--- src/sv/wst_pkg.sv ---
// Shared types, codes and constants of the workout session tracker.
`default_nettype none

package wst_pkg;

    localparam int OP_W         = 3;
    localparam int KIND_W       = 2;
    localparam int PED_W        = 16;
    localparam int HR_W         = 8;
    localparam int MODE_W       = 2;
    localparam int SEC_W        = 24;
    localparam int KCAL_W       = 16;
    localparam int DAY_W        = 8;
    localparam int SLOT_W       = 3;
    localparam int WEIGHT_W     = 8;
    localparam int HRSUM_W      = 24;
    localparam int SAMPLE_W     = 16;
    localparam int MET_W        = 5;
    localparam int ADD_W        = WEIGHT_W + MET_W;
    localparam int KREM_W       = 14;
    localparam int KACC_W       = KREM_W + 1;
    localparam int SECMIN_W     = 6;
    localparam int DIV_CNT_W    = 3;
    localparam int CFG_DATA_W   = 32;
    localparam int CFG_ADDR_W   = 3;

    localparam logic [OP_W-1:0] OP_TICK   = 3'd0;
    localparam logic [OP_W-1:0] OP_START  = 3'd1;
    localparam logic [OP_W-1:0] OP_PAUSE  = 3'd2;
    localparam logic [OP_W-1:0] OP_RESUME = 3'd3;
    localparam logic [OP_W-1:0] OP_STOP   = 3'd4;
    localparam logic [OP_W-1:0] OP_DATE   = 3'd5;

    localparam logic [MODE_W-1:0] MODE_IDLE  = 2'd0;
    localparam logic [MODE_W-1:0] MODE_RUN   = 2'd1;
    localparam logic [MODE_W-1:0] MODE_PAUSE = 2'd2;

    localparam logic [KIND_W-1:0] KIND_RUN  = 2'd0;
    localparam logic [KIND_W-1:0] KIND_WALK = 2'd1;
    localparam logic [KIND_W-1:0] KIND_RIDE = 2'd2;
    localparam logic [KIND_W-1:0] KIND_ALT  = 2'd3;

    localparam logic [MET_W-1:0] MET_RUN  = 5'd16;
    localparam logic [MET_W-1:0] MET_WALK = 5'd7;
    localparam logic [MET_W-1:0] MET_RIDE = 5'd12;

    localparam logic [WEIGHT_W-1:0]  WEIGHT_RESET = 8'd60;
    localparam logic [HR_W-1:0]      HR_LOW       = 8'd40;
    localparam logic [HR_W-1:0]      HR_HIGH      = 8'd200;
    localparam logic [SEC_W-1:0]     SEC_MAX      = 24'hFFFFFF;
    localparam logic [SAMPLE_W-1:0]  SAMPLE_MAX   = 16'hFFFF;
    localparam logic [KCAL_W-1:0]    KCAL_MAX     = 16'hFFFF;
    localparam logic [DAY_W-1:0]     BYTE_MAX     = 8'd255;
    localparam logic [KACC_W-1:0]    KCAL_UNIT    = KACC_W'(144 * 100);
    localparam logic [SECMIN_W-1:0]  SEC_LAST     = 6'd59;
    localparam logic [DIV_CNT_W-1:0] DIV_LAST     = 3'd7;

    localparam logic REG_WEIGHT = 1'b0;

    typedef struct packed {
        logic load;
        logic div_step;
        logic div_last;
    } wst_cmd_t;

    typedef struct packed {
        logic div_needed;
    } wst_status_t;

    function automatic logic [MET_W-1:0] met_x2(input logic [KIND_W-1:0] kind);
        logic [MET_W-1:0] met;
        case (kind)
            KIND_WALK: met = MET_WALK;
            KIND_RIDE: met = MET_RIDE;
            default:   met = MET_RUN;
        endcase
        return met;
    endfunction

endpackage

`default_nettype wire

--- src/sv/wst_item_if.sv ---
// Request channel carrying one tracker command.
`default_nettype none

interface wst_item_if
    import wst_pkg::*;
();
    logic                valid;
    logic                ready;
    logic [OP_W-1:0]     op;
    logic [KIND_W-1:0]   sport_kind;
    logic [PED_W-1:0]    pedometer_count;
    logic [HR_W-1:0]     heart_rate;

    modport source (output valid, op, sport_kind, pedometer_count, heart_rate, input ready);
    modport sink   (input valid, op, sport_kind, pedometer_count, heart_rate, output ready);
endinterface

`default_nettype wire

--- src/sv/wst_result_if.sv ---
// Result channel carrying one tracker status report.
`default_nettype none

interface wst_result_if
    import wst_pkg::*;
();
    logic                valid;
    logic                ready;
    logic [MODE_W-1:0]   session_state;
    logic [SEC_W-1:0]    session_seconds;
    logic [PED_W-1:0]    session_steps;
    logic [HR_W-1:0]     current_hr;
    logic [HR_W-1:0]     average_hr;
    logic [KCAL_W-1:0]   session_kcal;
    logic [DAY_W-1:0]    today_minutes;
    logic [DAY_W-1:0]    today_kcal;
    logic                record_write;
    logic [SLOT_W-1:0]   record_slot;
    logic [DAY_W-1:0]    record_minutes;
    logic [DAY_W-1:0]    record_kcal;

    modport source (output valid, session_state, session_seconds, session_steps, current_hr,
                    average_hr, session_kcal, today_minutes, today_kcal, record_write,
                    record_slot, record_minutes, record_kcal, input ready);
    modport sink   (input valid, session_state, session_seconds, session_steps, current_hr,
                    average_hr, session_kcal, today_minutes, today_kcal, record_write,
                    record_slot, record_minutes, record_kcal, output ready);
endinterface

`default_nettype wire

--- src/sv/wst_ctrl.sv ---
// Controller state machine sequencing accept, average division and report.
`default_nettype none

module wst_ctrl
    import wst_pkg::*;
(
    input  wire logic        clk,
    input  wire logic        rst_n,
    input  wire logic        item_valid,
    output logic             item_ready,
    output logic             result_valid,
    input  wire logic        result_ready,
    input  wire wst_status_t status,
    output wst_cmd_t         cmd
);

    localparam logic [1:0] S_WAIT = 2'd0;
    localparam logic [1:0] S_DIV  = 2'd1;
    localparam logic [1:0] S_SEND = 2'd2;

    logic [1:0]           state_reg, state_next;
    logic [DIV_CNT_W-1:0] cnt_reg, cnt_next;

    always_comb
    begin
        state_next   = state_reg;
        cnt_next     = cnt_reg;
        item_ready   = 1'b0;
        result_valid = 1'b0;
        cmd          = '0;
        unique case (state_reg)
            S_WAIT:
            begin
                item_ready = 1'b1;
                if (item_valid)
                begin
                    cmd.load   = 1'b1;
                    cnt_next   = '0;
                    state_next = status.div_needed ? S_DIV : S_SEND;
                end
            end
            S_DIV:
            begin
                cmd.div_step = 1'b1;
                cmd.div_last = (cnt_reg == DIV_LAST);
                cnt_next     = cnt_reg + 1'b1;
                if (cnt_reg == DIV_LAST)
                begin
                    state_next = S_SEND;
                end
            end
            S_SEND:
            begin
                result_valid = 1'b1;
                if (result_ready)
                begin
                    state_next = S_WAIT;
                end
            end
            default:
            begin
                state_next = S_WAIT;
            end
        endcase
    end

    always_ff @(posedge clk or negedge rst_n)
    begin
        if (!rst_n)
        begin
            state_reg <= S_WAIT;
            cnt_reg   <= '0;
        end
        else
        begin
            state_reg <= state_next;
            cnt_reg   <= cnt_next;
        end
    end

endmodule

`default_nettype wire

--- src/sv/wst_datapath.sv ---
// Session, daily and record state with the serial heart-rate average divider.
`default_nettype none

module wst_datapath
    import wst_pkg::*;
#(
    parameter int RECORD_SLOTS = 8
)
(
    input  wire logic                clk,
    input  wire logic                rst_n,
    input  wire wst_cmd_t            cmd,
    output wst_status_t              status,
    input  wire logic [WEIGHT_W-1:0] weight,
    input  wire logic [OP_W-1:0]     op,
    input  wire logic [KIND_W-1:0]   sport_kind,
    input  wire logic [PED_W-1:0]    pedometer_count,
    input  wire logic [HR_W-1:0]     heart_rate,
    output logic [MODE_W-1:0]        session_state,
    output logic [SEC_W-1:0]         session_seconds,
    output logic [PED_W-1:0]         session_steps,
    output logic [HR_W-1:0]          current_hr,
    output logic [HR_W-1:0]          average_hr,
    output logic [KCAL_W-1:0]        session_kcal,
    output logic [DAY_W-1:0]         today_minutes,
    output logic [DAY_W-1:0]         today_kcal,
    output logic                     record_write,
    output logic [SLOT_W-1:0]        record_slot,
    output logic [DAY_W-1:0]         record_minutes,
    output logic [DAY_W-1:0]         record_kcal
);

    localparam int RING_W = (RECORD_SLOTS > 1) ? $clog2(RECORD_SLOTS) : 1;
    localparam logic [RING_W-1:0] RING_LAST = RING_W'(RECORD_SLOTS - 1);

    logic [MODE_W-1:0]   mode_reg, mode_next;
    logic [KIND_W-1:0]   kind_reg, kind_next;
    logic [PED_W-1:0]    start_reg, start_next;
    logic [SEC_W-1:0]    sec_reg, sec_next;
    logic                half_reg, half_next;
    logic [SECMIN_W-1:0] secmin_reg, secmin_next;
    logic [DAY_W-1:0]    min_reg, min_next;
    logic [PED_W-1:0]    steps_reg, steps_next;
    logic [HR_W-1:0]     last_hr_reg, last_hr_next;
    logic [HRSUM_W-1:0]  hr_sum_reg, hr_sum_next;
    logic [SAMPLE_W-1:0] samples_reg, samples_next;
    logic [HR_W-1:0]     mean_reg, mean_next;
    logic [KCAL_W-1:0]   kcal_reg, kcal_next;
    logic [KREM_W-1:0]   krem_reg, krem_next;
    logic [DAY_W-1:0]    day_min_reg, day_min_next;
    logic [DAY_W-1:0]    day_kcal_reg, day_kcal_next;
    logic [RING_W-1:0]   ring_reg, ring_next;
    logic                rec_w_reg, rec_w_next;
    logic [SLOT_W-1:0]   rec_slot_reg, rec_slot_next;
    logic [DAY_W-1:0]    rec_min_reg, rec_min_next;
    logic [DAY_W-1:0]    rec_kcal_reg, rec_kcal_next;

    logic [PED_W-1:0]    div_rem_reg, div_rem_next;
    logic [HR_W-1:0]     div_q_reg, div_q_next;
    logic [PED_W:0]      div_trial;
    logic                div_fit;

    logic                is_run;
    logic                sample_ok;
    logic [ADD_W-1:0]    energy_add;
    logic [KACC_W-1:0]   kacc;
    logic [DAY_W-1:0]    kcal_sat8;
    logic [DAY_W:0]      day_min_sum;
    logic [DAY_W:0]      day_kcal_sum;
    logic [RING_W+SLOT_W-1:0] ring_wide;

    assign is_run    = (mode_reg == MODE_RUN);
    assign sample_ok = (heart_rate >= HR_LOW) && (heart_rate <= HR_HIGH)
                       && (samples_reg != SAMPLE_MAX);
    assign status.div_needed = (op == OP_TICK) && is_run && sample_ok;

    assign energy_add   = ADD_W'(weight) * ADD_W'(met_x2(kind_reg));
    assign kacc         = KACC_W'(krem_reg) + KACC_W'(energy_add);
    assign kcal_sat8    = (kcal_reg > KCAL_W'(BYTE_MAX)) ? BYTE_MAX : kcal_reg[DAY_W-1:0];
    assign day_min_sum  = {1'b0, day_min_reg} + {1'b0, min_reg};
    assign day_kcal_sum = {1'b0, day_kcal_reg} + {1'b0, kcal_sat8};
    assign ring_wide    = {{SLOT_W{1'b0}}, ring_reg};

    always_comb
    begin
        mode_next     = mode_reg;
        kind_next     = kind_reg;
        start_next    = start_reg;
        sec_next      = sec_reg;
        half_next     = half_reg;
        secmin_next   = secmin_reg;
        min_next      = min_reg;
        steps_next    = steps_reg;
        last_hr_next  = last_hr_reg;
        hr_sum_next   = hr_sum_reg;
        samples_next  = samples_reg;
        mean_next     = mean_reg;
        kcal_next     = kcal_reg;
        krem_next     = krem_reg;
        day_min_next  = day_min_reg;
        day_kcal_next = day_kcal_reg;
        ring_next     = ring_reg;
        rec_w_next    = 1'b0;
        rec_slot_next = '0;
        rec_min_next  = '0;
        rec_kcal_next = '0;
        case (op)
            OP_TICK:
            begin
                if (is_run)
                begin
                    half_next = ~half_reg;
                    if (half_reg && (sec_reg != SEC_MAX))
                    begin
                        sec_next = sec_reg + 1'b1;
                        if (secmin_reg == SEC_LAST)
                        begin
                            secmin_next = '0;
                            if (min_reg != BYTE_MAX)
                            begin
                                min_next = min_reg + 1'b1;
                            end
                        end
                        else
                        begin
                            secmin_next = secmin_reg + 1'b1;
                        end
                    end
                    steps_next   = pedometer_count - start_reg;
                    last_hr_next = heart_rate;
                    if (sample_ok)
                    begin
                        hr_sum_next  = hr_sum_reg + HRSUM_W'(heart_rate);
                        samples_next = samples_reg + 1'b1;
                    end
                    if (kacc >= KCAL_UNIT)
                    begin
                        krem_next = KREM_W'(kacc - KCAL_UNIT);
                        if (kcal_reg != KCAL_MAX)
                        begin
                            kcal_next = kcal_reg + 1'b1;
                        end
                    end
                    else
                    begin
                        krem_next = KREM_W'(kacc);
                    end
                end
            end
            OP_START:
            begin
                sec_next     = '0;
                half_next    = 1'b0;
                secmin_next  = '0;
                min_next     = '0;
                steps_next   = '0;
                last_hr_next = '0;
                hr_sum_next  = '0;
                samples_next = '0;
                mean_next    = '0;
                kcal_next    = '0;
                krem_next    = '0;
                kind_next    = (sport_kind == KIND_ALT) ? KIND_RUN : sport_kind;
                mode_next    = MODE_RUN;
                start_next   = pedometer_count;
            end
            OP_PAUSE:
            begin
                if (is_run)
                begin
                    mode_next = MODE_PAUSE;
                end
            end
            OP_RESUME:
            begin
                if (mode_reg == MODE_PAUSE)
                begin
                    mode_next = MODE_RUN;
                end
            end
            OP_STOP:
            begin
                if (mode_reg != MODE_IDLE)
                begin
                    mode_next     = MODE_IDLE;
                    day_min_next  = day_min_sum[DAY_W] ? BYTE_MAX : day_min_sum[DAY_W-1:0];
                    day_kcal_next = day_kcal_sum[DAY_W] ? BYTE_MAX : day_kcal_sum[DAY_W-1:0];
                    if (min_reg != '0)
                    begin
                        rec_w_next    = 1'b1;
                        rec_slot_next = ring_wide[SLOT_W-1:0];
                        rec_min_next  = min_reg;
                        rec_kcal_next = kcal_sat8;
                        ring_next     = (ring_reg == RING_LAST) ? '0 : ring_reg + 1'b1;
                    end
                end
            end
            OP_DATE:
            begin
                day_min_next  = '0;
                day_kcal_next = '0;
            end
            default:
            begin
                mode_next = mode_reg;
            end
        endcase
    end

    // restoring division of the heart-rate sum by the sample count, one quotient bit a cycle
    assign div_trial    = {div_rem_reg, div_q_reg[HR_W-1]};
    assign div_fit      = (div_trial >= {1'b0, samples_reg});
    assign div_rem_next = div_fit ? PED_W'(div_trial - {1'b0, samples_reg})
                                  : div_trial[PED_W-1:0];
    assign div_q_next   = {div_q_reg[HR_W-2:0], div_fit};

    always_ff @(posedge clk)
    begin
        if (cmd.load)
        begin
            div_rem_reg <= hr_sum_next[HRSUM_W-1:HR_W];
            div_q_reg   <= hr_sum_next[HR_W-1:0];
        end
        else if (cmd.div_step)
        begin
            div_rem_reg <= div_rem_next;
            div_q_reg   <= div_q_next;
        end
    end

    always_ff @(posedge clk or negedge rst_n)
    begin
        if (!rst_n)
        begin
            mode_reg     <= MODE_IDLE;
            kind_reg     <= KIND_RUN;
            start_reg    <= '0;
            sec_reg      <= '0;
            half_reg     <= 1'b0;
            secmin_reg   <= '0;
            min_reg      <= '0;
            steps_reg    <= '0;
            last_hr_reg  <= '0;
            hr_sum_reg   <= '0;
            samples_reg  <= '0;
            mean_reg     <= '0;
            kcal_reg     <= '0;
            krem_reg     <= '0;
            day_min_reg  <= '0;
            day_kcal_reg <= '0;
            ring_reg     <= '0;
            rec_w_reg    <= 1'b0;
            rec_slot_reg <= '0;
            rec_min_reg  <= '0;
            rec_kcal_reg <= '0;
        end
        else if (cmd.load)
        begin
            mode_reg     <= mode_next;
            kind_reg     <= kind_next;
            start_reg    <= start_next;
            sec_reg      <= sec_next;
            half_reg     <= half_next;
            secmin_reg   <= secmin_next;
            min_reg      <= min_next;
            steps_reg    <= steps_next;
            last_hr_reg  <= last_hr_next;
            hr_sum_reg   <= hr_sum_next;
            samples_reg  <= samples_next;
            mean_reg     <= mean_next;
            kcal_reg     <= kcal_next;
            krem_reg     <= krem_next;
            day_min_reg  <= day_min_next;
            day_kcal_reg <= day_kcal_next;
            ring_reg     <= ring_next;
            rec_w_reg    <= rec_w_next;
            rec_slot_reg <= rec_slot_next;
            rec_min_reg  <= rec_min_next;
            rec_kcal_reg <= rec_kcal_next;
        end
        else if (cmd.div_last)
        begin
            mean_reg <= div_q_next;
        end
    end

    assign session_state   = mode_reg;
    assign session_seconds = sec_reg;
    assign session_steps   = steps_reg;
    assign current_hr      = last_hr_reg;
    assign average_hr      = mean_reg;
    assign session_kcal    = kcal_reg;
    assign today_minutes   = day_min_reg;
    assign today_kcal      = day_kcal_reg;
    assign record_write    = rec_w_reg;
    assign record_slot     = rec_slot_reg;
    assign record_minutes  = rec_min_reg;
    assign record_kcal     = rec_kcal_reg;

endmodule

`default_nettype wire

--- src/sv/workout_session_tracker_unit.sv ---
// Top level of the workout session tracker: channels, weight register, controller, datapath.
//
//  port     role      handshake            content
//  item     sink      valid/ready          op, sport_kind, pedometer_count, heart_rate
//  result   source    valid/ready          session status and history record
//  psel...  slave     APB, pready high     body_weight_kg at byte address 0
//
// An item goes from accept to the result state; a running tick with an averaged heart rate
// first passes the 8-step restoring divider, which computes the mean one bit a cycle.
// One item is in work at a time; item.ready stays low until the result is taken.
// Reset is asynchronous and clears all state but the divider registers at once, with no clearing pass.
`default_nettype none

module workout_session_tracker_unit
    import wst_pkg::*;
#(
    parameter int RECORD_SLOTS = 8
)
(
    input  wire logic                  clk,
    input  wire logic                  rst_n,
    wst_item_if.sink                   item,
    wst_result_if.source               result,
    input  wire logic                  psel,
    input  wire logic                  penable,
    input  wire logic                  pwrite,
    input  wire logic [CFG_ADDR_W-1:0] paddr,
    input  wire logic [CFG_DATA_W-1:0] pwdata,
    output logic [CFG_DATA_W-1:0]      prdata,
    output logic                       pready
);

    logic [WEIGHT_W-1:0] weight_reg;
    wst_cmd_t            cmd;
    wst_status_t         status;

    assign pready = 1'b1;
    assign prdata = (paddr[CFG_ADDR_W-1] == REG_WEIGHT) ? CFG_DATA_W'(weight_reg) : '0;

    always_ff @(posedge clk or negedge rst_n)
    begin
        if (!rst_n)
        begin
            weight_reg <= WEIGHT_RESET;
        end
        else if (psel && penable && pwrite && pready
                 && (paddr[CFG_ADDR_W-1] == REG_WEIGHT))
        begin
            weight_reg <= pwdata[WEIGHT_W-1:0];
        end
    end

    wst_ctrl u_ctrl (
        .clk          (clk),
        .rst_n        (rst_n),
        .item_valid   (item.valid),
        .item_ready   (item.ready),
        .result_valid (result.valid),
        .result_ready (result.ready),
        .status       (status),
        .cmd          (cmd)
    );

    wst_datapath #(
        .RECORD_SLOTS (RECORD_SLOTS)
    ) u_datapath (
        .clk             (clk),
        .rst_n           (rst_n),
        .cmd             (cmd),
        .status          (status),
        .weight          (weight_reg),
        .op              (item.op),
        .sport_kind      (item.sport_kind),
        .pedometer_count (item.pedometer_count),
        .heart_rate      (item.heart_rate),
        .session_state   (result.session_state),
        .session_seconds (result.session_seconds),
        .session_steps   (result.session_steps),
        .current_hr      (result.current_hr),
        .average_hr      (result.average_hr),
        .session_kcal    (result.session_kcal),
        .today_minutes   (result.today_minutes),
        .today_kcal      (result.today_kcal),
        .record_write    (result.record_write),
        .record_slot     (result.record_slot),
        .record_minutes  (result.record_minutes),
        .record_kcal     (result.record_kcal)
    );

endmodule

`default_nettype wire
--- src/flat_wrapper.sv ---
// flat-port wrapper written by rule: the top's interface ports become plain ports
module workout_session_tracker_unit_flat import wst_pkg::*;
#(
    parameter int RECORD_SLOTS = 8
)
  (clk, rst_n, psel, penable, pwrite, paddr, pwdata, prdata, pready, item_valid, item_op, item_sport_kind, item_pedometer_count, item_heart_rate, item_ready, result_valid, result_session_state, result_session_seconds, result_session_steps, result_current_hr, result_average_hr, result_session_kcal, result_today_minutes, result_today_kcal, result_record_write, result_record_slot, result_record_minutes, result_record_kcal, result_ready);
  wst_item_if item_i ();
  wst_result_if result_i ();
  input  wire logic clk;
  input  wire logic rst_n;
  input  wire logic psel;
  input  wire logic penable;
  input  wire logic pwrite;
  input  wire logic [CFG_ADDR_W-1:0] paddr;
  input  wire logic [CFG_DATA_W-1:0] pwdata;
  output logic [CFG_DATA_W-1:0] prdata;
  output logic pready;
  input wire logic [$bits(item_i.valid)-1:0] item_valid;
  input wire logic [$bits(item_i.op)-1:0] item_op;
  input wire logic [$bits(item_i.sport_kind)-1:0] item_sport_kind;
  input wire logic [$bits(item_i.pedometer_count)-1:0] item_pedometer_count;
  input wire logic [$bits(item_i.heart_rate)-1:0] item_heart_rate;
  output wire logic [$bits(item_i.ready)-1:0] item_ready;
  output wire logic [$bits(result_i.valid)-1:0] result_valid;
  output wire logic [$bits(result_i.session_state)-1:0] result_session_state;
  output wire logic [$bits(result_i.session_seconds)-1:0] result_session_seconds;
  output wire logic [$bits(result_i.session_steps)-1:0] result_session_steps;
  output wire logic [$bits(result_i.current_hr)-1:0] result_current_hr;
  output wire logic [$bits(result_i.average_hr)-1:0] result_average_hr;
  output wire logic [$bits(result_i.session_kcal)-1:0] result_session_kcal;
  output wire logic [$bits(result_i.today_minutes)-1:0] result_today_minutes;
  output wire logic [$bits(result_i.today_kcal)-1:0] result_today_kcal;
  output wire logic [$bits(result_i.record_write)-1:0] result_record_write;
  output wire logic [$bits(result_i.record_slot)-1:0] result_record_slot;
  output wire logic [$bits(result_i.record_minutes)-1:0] result_record_minutes;
  output wire logic [$bits(result_i.record_kcal)-1:0] result_record_kcal;
  input wire logic [$bits(result_i.ready)-1:0] result_ready;
  assign item_i.valid = item_valid;
  assign item_i.op = item_op;
  assign item_i.sport_kind = item_sport_kind;
  assign item_i.pedometer_count = item_pedometer_count;
  assign item_i.heart_rate = item_heart_rate;
  assign item_ready = item_i.ready;
  assign result_valid = result_i.valid;
  assign result_session_state = result_i.session_state;
  assign result_session_seconds = result_i.session_seconds;
  assign result_session_steps = result_i.session_steps;
  assign result_current_hr = result_i.current_hr;
  assign result_average_hr = result_i.average_hr;
  assign result_session_kcal = result_i.session_kcal;
  assign result_today_minutes = result_i.today_minutes;
  assign result_today_kcal = result_i.today_kcal;
  assign result_record_write = result_i.record_write;
  assign result_record_slot = result_i.record_slot;
  assign result_record_minutes = result_i.record_minutes;
  assign result_record_kcal = result_i.record_kcal;
  assign result_i.ready = result_ready;
  workout_session_tracker_unit #(.RECORD_SLOTS(RECORD_SLOTS)) u_core (.clk(clk), .rst_n(rst_n), .item(item_i), .result(result_i), .psel(psel), .penable(penable), .pwrite(pwrite), .paddr(paddr), .pwdata(pwdata), .prdata(prdata), .pready(pready));
endmodule
--- config.mk ---
export PLATFORM = sky130hd
export DESIGN_NAME = workout_session_tracker_unit_flat
export DESIGN_NICKNAME = d
export VERILOG_FILES = /design/src/sv/wst_pkg.sv /design/src/sv/wst_item_if.sv /design/src/sv/wst_result_if.sv /design/src/sv/wst_ctrl.sv /design/src/sv/wst_datapath.sv /design/src/sv/workout_session_tracker_unit.sv /design/src/flat_wrapper.sv
export SDC_FILE = /design/constraint.sdc
export NUM_CORES = 1
export LEC_CHECK = 0
export ABC_AREA = 1
export BUFFER_PORTS_ARGS = -buffer_cell sky130_fd_sc_hd__buf_4
export CORE_MARGIN = 5
export CORE_UTILIZATION = 40
export DETAILED_ROUTE_END_ITERATION = 10
export GPL_TIMING_DRIVEN = 0
export SLEW_MARGIN = 20
export SYNTH_ARGS = -nofsm -noshare
export SYNTH_HDL_FRONTEND = slang
export SYNTH_HIERARCHICAL = 1
export SYNTH_SLANG_ARGS = --single-unit
--- constraint.sdc ---
create_clock -name clk -period 8.1 [get_ports clk]
set_input_delay 0.405 -clock clk [delete_from_list [all_inputs] [get_ports clk]]
set_output_delay 0.405 -clock clk [all_outputs]
set_load 0.02 [all_outputs]
Word level (Yosys, flattened, before mapping). Cells that the tools add are included.

Multiply operators: 1. Order comparisons: 5. Muxes and demuxes: 78. Equality and inequality tests: 33. Div/mod/pow operators: 0. $add $sub $neg: 14. Reductions and logical operators: 30. Shift operators: 0. Bitwise logic cells: 2.

Operators by type and width (count): $mux 8 (22); $mux 16 (9); $mux 24 (4); $pmux 16 s2 (3); $pmux 24 s2 (2); $pmux 8 s2 (4); $add 16x1->16 const B (2); $ne 16x16->1 const B (2); $sub 16x16->16 (2); $mux 14 (2); $pmux 14 s2 (1); $add 24x1->24 const B (1); $add 24x8->24 (1); $ne 24x24->1 const B (1); $add 8x8->9 (2); $mux 2 (9); $mux 6 (3); $ne 2x2->1 const B (9); $ge 17x16->1 (1); $gt 16x8->1 const B (1); $add 14x13->15 (1); $ge 15x14->1 const B (1); $mux 3 (5); $sub 14x14->14 const B (1); 33 further kinds (74).

Latch bits: 0. Word-level logic and storage cells: 189. Output and inout bits: 145. ROM bits: 0. Memories: 0. Bits in writable memories: 0. Flip-flop bits (word level): 237. Input bits: 71.

Logic depth before layout (Yosys ltp).
Depth in word-level cells: 8. Mapped depth: 33. Mapped depth without buffers: 30.

By module. Netlist, hierarchy kept.

By module, submodules not included: wst_datapath (area each 15297.2 um2, times used 1, cells an instance 2051, sequential area each 5725.5 um2); workout_session_tracker_unit (area each 614.3 um2, times used 1, cells an instance 81, sequential area each 205.2 um2); wst_ctrl (area each 314.1 um2, times used 1, cells an instance 37, sequential area each 125.1 um2).

Worst setup path before layout. No wires, ideal clock.

Kind: reg-to-reg. Start point: reg u_core.u_datapath.kind_reg[0]. End point: reg u_core.u_datapath.kcal_reg[8] (netlist: u_core/u_datapath/session_kcal[8]). Path slack: 3124 ps. Stages on the path, launching flop included: 32. Setup time: 118 ps. Required time: 7982 ps. Arrival: 4858 ps. Buffers on the path: 4. Path through: dfrtp_1 -> inv_1 -> ha_1 -> clkbuf_1 -> clkbuf_1 -> nand2_1 -> fa_1 -> fa_1 -> fa_1 -> inv_1 -> ha_1 -> buf_6 -> nand2_1 -> nand2_1 -> inv_1 -> nand2_1 -> nand2_1 -> nand2_1 -> nand2_1 -> nand2_1 -> inv_1 -> ha_1 -> nand4_1 -> nor2_1 -> nand2_1 -> nor2_2 -> nand3_2 -> nand4_4 -> nand3_4 -> buf_6 -> nand2_1 -> nand2_1.

Cells in the longest elaborated chain, start to end: 7.

RTL lines: start, declared (RTL line wst_datapath.sv:37) `logic [KIND_W-1:0] kind_reg, kind_next;`; start signal, assigned (RTL line wst_datapath.sv:260) `kind_reg <= kind_next;`; $eq 2x2->1 or $eq 2x1->1 (tied branches) (RTL line wst_pkg.sv:72) `case (kind)`; $pmux 5 s2 (*) (RTL line wst_pkg.sv:72); $mul 8x5->13 (*) (RTL line wst_datapath.sv:77) `assign energy_add = ADD_W'(weight) * ADD_W'(met_x2(kind_reg));`; $add 14x13->15 (*) (RTL line wst_datapath.sv:78) `assign kacc = KACC_W'(krem_reg) + KACC_W'(energy_add);`; $ge 15x14->1 (*) (RTL line wst_datapath.sv:136) `if (kacc >= KCAL_UNIT)`; $ne 2x1->1 (no source line) (*); $reduce_and 5->1 (no source line) (*); end signal, assigned (RTL line wst_datapath.sv:271) `kcal_reg <= kcal_next;`; end, declared (RTL line wst_datapath.sv:48) `logic [KCAL_W-1:0] kcal_reg, kcal_next;`.

Every way passes the cells marked *; elsewhere a longest branch is shown, timed or not. A chain may end at the register's enable or synchronous reset.

Worst setup path after layout.
Start point: reg u_core.u_datapath.kind_reg[0]. End point: reg u_core.u_datapath.krem_reg[8].

Cells in the longest elaborated chain, start to end: 8.

RTL lines: $eq 2x2->1 or $eq 2x1->1 (tied branches) (RTL line wst_pkg.sv:72); $pmux 5 s2 (*) (RTL line wst_pkg.sv:72); $mul 8x5->13 (*) (RTL line wst_datapath.sv:77); $add 14x13->15 (*) (RTL line wst_datapath.sv:78); $sub 14x14->14 or $ge 15x14->1 (tied branches) (RTL line wst_datapath.sv:138, wst_datapath.sv:136); $mux 14 (*) (RTL line wst_datapath.sv:136); $mux 14 (*) (RTL line wst_datapath.sv:110) `if (is_run)`; $pmux 14 s2 (*) (RTL line wst_datapath.sv:107) `case (op)`; end signal, assigned (RTL line wst_datapath.sv:272) `krem_reg <= krem_next;`; end, declared (RTL line wst_datapath.sv:49) `logic [KREM_W-1:0] krem_reg, krem_next;`.

Every way passes the cells marked *; elsewhere a longest branch is shown, timed or not. The select of a mux whose other input is x is not followed.

==> metrics.log <==
[metrics] worst-path maximum fanout: 10
[metrics] CTS Buf Count: 29
[metrics] initial core utilization: about two fifths
[metrics] total power per unit cell area: ~380 nW/um2
[metrics] element type at the critical path end: flip-flop
[metrics] WL final: between 40 and 50 mm
[metrics] path class of the lowest-slack min-delay path: in -> reg
[metrics] Seq/Total Area, Yosys: a little under two fifths
[metrics] Syn-to-layout area delta: 18.4%
[metrics] cell count of the worst hold path: 2
[metrics] reported max-cap violation count: 0
[metrics] maximum clock frequency: about 170 MHz
[metrics] share of post-route cells with drive strength above 1: ~12%
[metrics] largest area contributor in the synthesized netlist: sky130_fd_sc_hd__dfrtp_1
[metrics] vias post-DR: between 10000 and 15000
[metrics] Finish-stage setup viols: 0
[metrics] worst hold path endpoint: u_core/u_datapath/kind_reg[0]
[metrics] quantity of hold-fixing buffers added after cts: 1
[metrics] count of flip-flops with a built-in enable after synthesis: 24
[metrics] most used cell, CP: sky130_fd_sc_hd__nand2_1
[metrics] remaining antenna violation count: 0
[metrics] Core Area: ~40000 um2
[metrics] arrival time of the worst setup path: 6.23 ns
[metrics] TritonCTS sink count: 237
[metrics] required time at the endpoint of the critical path: 8.53 ns
[metrics] final std cell area, no fill: slightly below 20000 um2
[metrics] number of warning messages in the yosys log: 6
[metrics] Total Routing Usage GR: between 20% and 30%
[metrics] via/cell ratio: between 5 and 6
[metrics] clock tree from TritonCTS: yes
[metrics] accumulated negative setup slack: 0 ns
[metrics] Relative slew margins: around 38%
[metrics] crit path launch type: flip-flop
[metrics] cell count after synthesis: around 2200
[metrics] GRT overflow: 0
[metrics] met1 track utilization from global routing: between 20% and 30%
[metrics] origin of the critical flop-to-flop path: u_core/u_datapath/kind_reg[0]
[metrics] routability cong.: around 0.9
[metrics] post-synth top area share: approximately a third
[metrics] first drt pass iteration count: 5
[metrics] Synth Flop Type: sky130_fd_sc_hd__dfrtp_1
[metrics] cell types with the highest counts after synthesis: sky130_fd_sc_hd__nand2_1 (615), sky130_fd_sc_hd__inv_1 (311), sky130_fd_sc_hd__dfrtp_1 (209)
[metrics] VDD IR-drop max: approximately 0.19 mV
[metrics] fillcell total: 3958
[metrics] CTS H-Tree Depth: 1
[metrics] Hold Vio Cnt, Final: 0
[metrics] Clock Latency Late Sink: 0.56 ns
[metrics] count of buffer and inverter cells on the critical path: 8
[metrics] synthesis-stage register bit count: around 240
[metrics] Crit-path slowest cell: sky130_fd_sc_hd__fa_1
[metrics] y dimension of the die: 211 um
[metrics] maximum number of pins on one net before global-route repair: 82
[metrics] vias in the first global route: ~14000
[metrics] register clock-pin slew on the reported worst setup and hold paths: 0.06 ns
[metrics] Final #Nets: approximately 2600
[metrics] per-cell routed wire length: roughly 16 um
[metrics] standard cell area after detailed placement: ~18000 um2
[metrics] initial antenna violation count: 1
[metrics] final critical-path required period: 5.80 ns
[metrics] peak per-stage delay on the critical path: 0.55 ns
[metrics] worst-case clock skew: around 0.013 ns
[metrics] met3 GRT Util: ~3.0%
[metrics] Worst Reg-to-Reg Cells: 31
[metrics] Register-to-Register Setup Slack: around 2.3 ns
[metrics] outcome: finished clean
[metrics] placed wire-length estimate: 36.6 mm
[metrics] global-route wire length before repair: approximately 76 mm
[metrics] CTS Buffer Depth: 3
[metrics] Cell Area, Synth: approximately 16000 um2
[metrics] number of port buffers: 162
[metrics] cell with the most instances after synthesis: sky130_fd_sc_hd__nand2_1
[metrics] post-synthesis area per instance: approximately 7.5 um2
[metrics] Synth area leaders: sky130_fd_sc_hd__dfrtp_1 (32%), sky130_fd_sc_hd__nand2_1 (14%), sky130_fd_sc_hd__inv_1 (7.2%), sky130_fd_sc_hd__ha_1 (7.1%), sky130_fd_sc_hd__o21ai_0 (5.4%)
[metrics] worst hold start: item_sport_kind[1]
[metrics] quantity of gates resized following cts: 0
[metrics] number of gates on the worst path with buffers counted: 31
[metrics] global-route met2 utilization: 34.9%
[metrics] final cycle utilization of the critical path: about 70%
[metrics] number of design-rule violations left by the first detailed-router iteration: roughly 940
[metrics] number of post-CTS setup repair buffers: 0
[metrics] Lkg Pwr: between 9 and 10 nW
[metrics] worst reg2reg path endpoint: u_core/u_datapath/krem_reg[8]
[metrics] row count: 73
[metrics] horizontal extent of the die: ~210 um
[metrics] asr flop ratio synth: 89.9%
[metrics] buffer type at the clock tree root: sky130_fd_sc_hd__clkbuf_16
[metrics] number of pins with negative max-slew slack in the final report: 0
[metrics] highest-utilization routing layer at the global route stage: met2
[metrics] RSZ-0062 raised after global routing: false
[metrics] Die Footprint: around 45000 um2
[metrics] actual slew at the worst max-slew pin: about 0.93 ns
[metrics] Yosys cell types: between 50 and 60
[metrics] kind of cell with the highest combined delay on the critical path: adder cells
[metrics] I/O Pins: about 220
[metrics] WS Path Type: reg -> reg
[metrics] residual DRC count: 0
layout make-up:
cell class / count / area (um2) / area share [%]
antenna: 1 / 2.50 / 0.0130
clock buffer: 39 / 793 / 4.13
tap: 525 / 657 / 3.42
buffer: 81 / 459 / 2.39
timing repair buffer: 165 / 1290 / 6.71
sequential: 237 / 6060 / 31.5
clock inverter: 14 / 151 / 0.788
inverter: 320 / 1200 / 6.27
multi-input combinational: 1554 / 8590 / 44.7
kinds of logic (layout without fill, tap and decap cells):
family | after synthesis | in the layout | share of synthesized area [%]
AND/OR/NAND/NOR | 1037 | 1037 | 27.6
buffers and inverters | 401 | 619 | 10.2
AO/OA/AOI/OAI | 313 | 313 | 10.6
multiplexers | 1 | 1 | 0.0617
flip-flops | 237 | 237 | 37.3
adder cells (fa/ha/maj) | 126 | 126 | 11.3
other | 2 | 26 | 0.0463
XOR/XNOR | 52 | 52 | 2.81
power by group:
| part | internal [W] | switching [W] | leakage (nW) |
|---|---|---|---|
| clock network | 0.000779 | 0.000530 | 0.461 |
| registers | 0.00165 | 0.000361 | 3.01 |
| logic | 0.00146 | 0.00248 | 6.52 |
| total | 0.00388 | 0.00337 | 9.99 |
through the flow:
stage / setup WS (ns) / total power, W / util (%) / hold slack [ns] / cells
3_5_place_dp: 2.36 / 0.00593 / 45.7 / 0.365 / 2881
5_1_grt: 1.83 / 0.00794 / 48.1 / 0.0235 / 2936
6_report: 2.30 / 0.00726 / 48.1 / 0.0470 / 2936
2_1_floorplan: 3.12 / 0.00477 / - / 0.109 / 2192
4_1_cts: 2.28 / 0.00730 / 48.1 / 0.0172 / 2935
3_3_place_gp: 2.39 / 0.00585 / 45.6 / 0.460 / 2879
worst max path at each step:
stage,endpoint,startpoint
after floorplan,u_core/u_datapath/session_kcal[8],u_core/u_datapath/kind_reg[0]
after global placement,u_core/u_datapath/krem_reg[11],u_core/u_datapath/kind_reg[0]
after detailed placement,u_core/u_datapath/krem_reg[8],u_core/u_datapath/kind_reg[0]
after CTS,u_core/u_datapath/krem_reg[8],u_core/u_datapath/kind_reg[0]
after global routing,u_core/u_datapath/krem_reg[10],u_core/u_datapath/kind_reg[0]
final,u_core/u_datapath/krem_reg[8],u_core/u_datapath/kind_reg[0]
layout by cell type, fill, tap and decap left out, types with 5 or more instances in the layout:
cell,instances
sky130_fd_sc_hd__dfrtp_1,209
sky130_fd_sc_hd__clkbuf_16,29
sky130_fd_sc_hd__nand3b_1,6
sky130_fd_sc_hd__nand2_1,615
sky130_fd_sc_hd__xor2_1,40
sky130_fd_sc_hd__nand3_1,130
sky130_fd_sc_hd__buf_6,5
sky130_fd_sc_hd__o21ai_0,174
sky130_fd_sc_hd__nor2_2,13
sky130_fd_sc_hd__nor4_1,8
sky130_fd_sc_hd__buf_2,7
sky130_fd_sc_hd__nor2_1,143
sky130_fd_sc_hd__ha_1,92
sky130_fd_sc_hd__or2_2,5
sky130_fd_sc_hd__buf_4,190
sky130_fd_sc_hd__conb_1,25
sky130_fd_sc_hd__inv_1,311
sky130_fd_sc_hd__o21ai_1,7
sky130_fd_sc_hd__o211ai_1,6
sky130_fd_sc_hd__o21bai_1,5
sky130_fd_sc_hd__clkbuf_1,44
sky130_fd_sc_hd__xnor2_1,12
sky130_fd_sc_hd__clkinv_2,6
sky130_fd_sc_hd__nand4_1,50
sky130_fd_sc_hd__nor3_1,46
sky130_fd_sc_hd__a21boi_0,8
sky130_fd_sc_hd__fa_1,34
sky130_fd_sc_hd__edfxtp_1,24
sky130_fd_sc_hd__a21oi_1,77
sky130_fd_sc_hd__inv_2,8
sky130_fd_sc_hd__o31ai_1,11
per-layer routing:
layer / up-vias / part of all wire (%)
met1: 6997 / 45
met3: 77 / 5.5
met2: 395 / 47
met5: - / 0
li1: 7411 / -
met4: 0 / 2.2
Note: power is estimated with default switching activity, not from simulation.
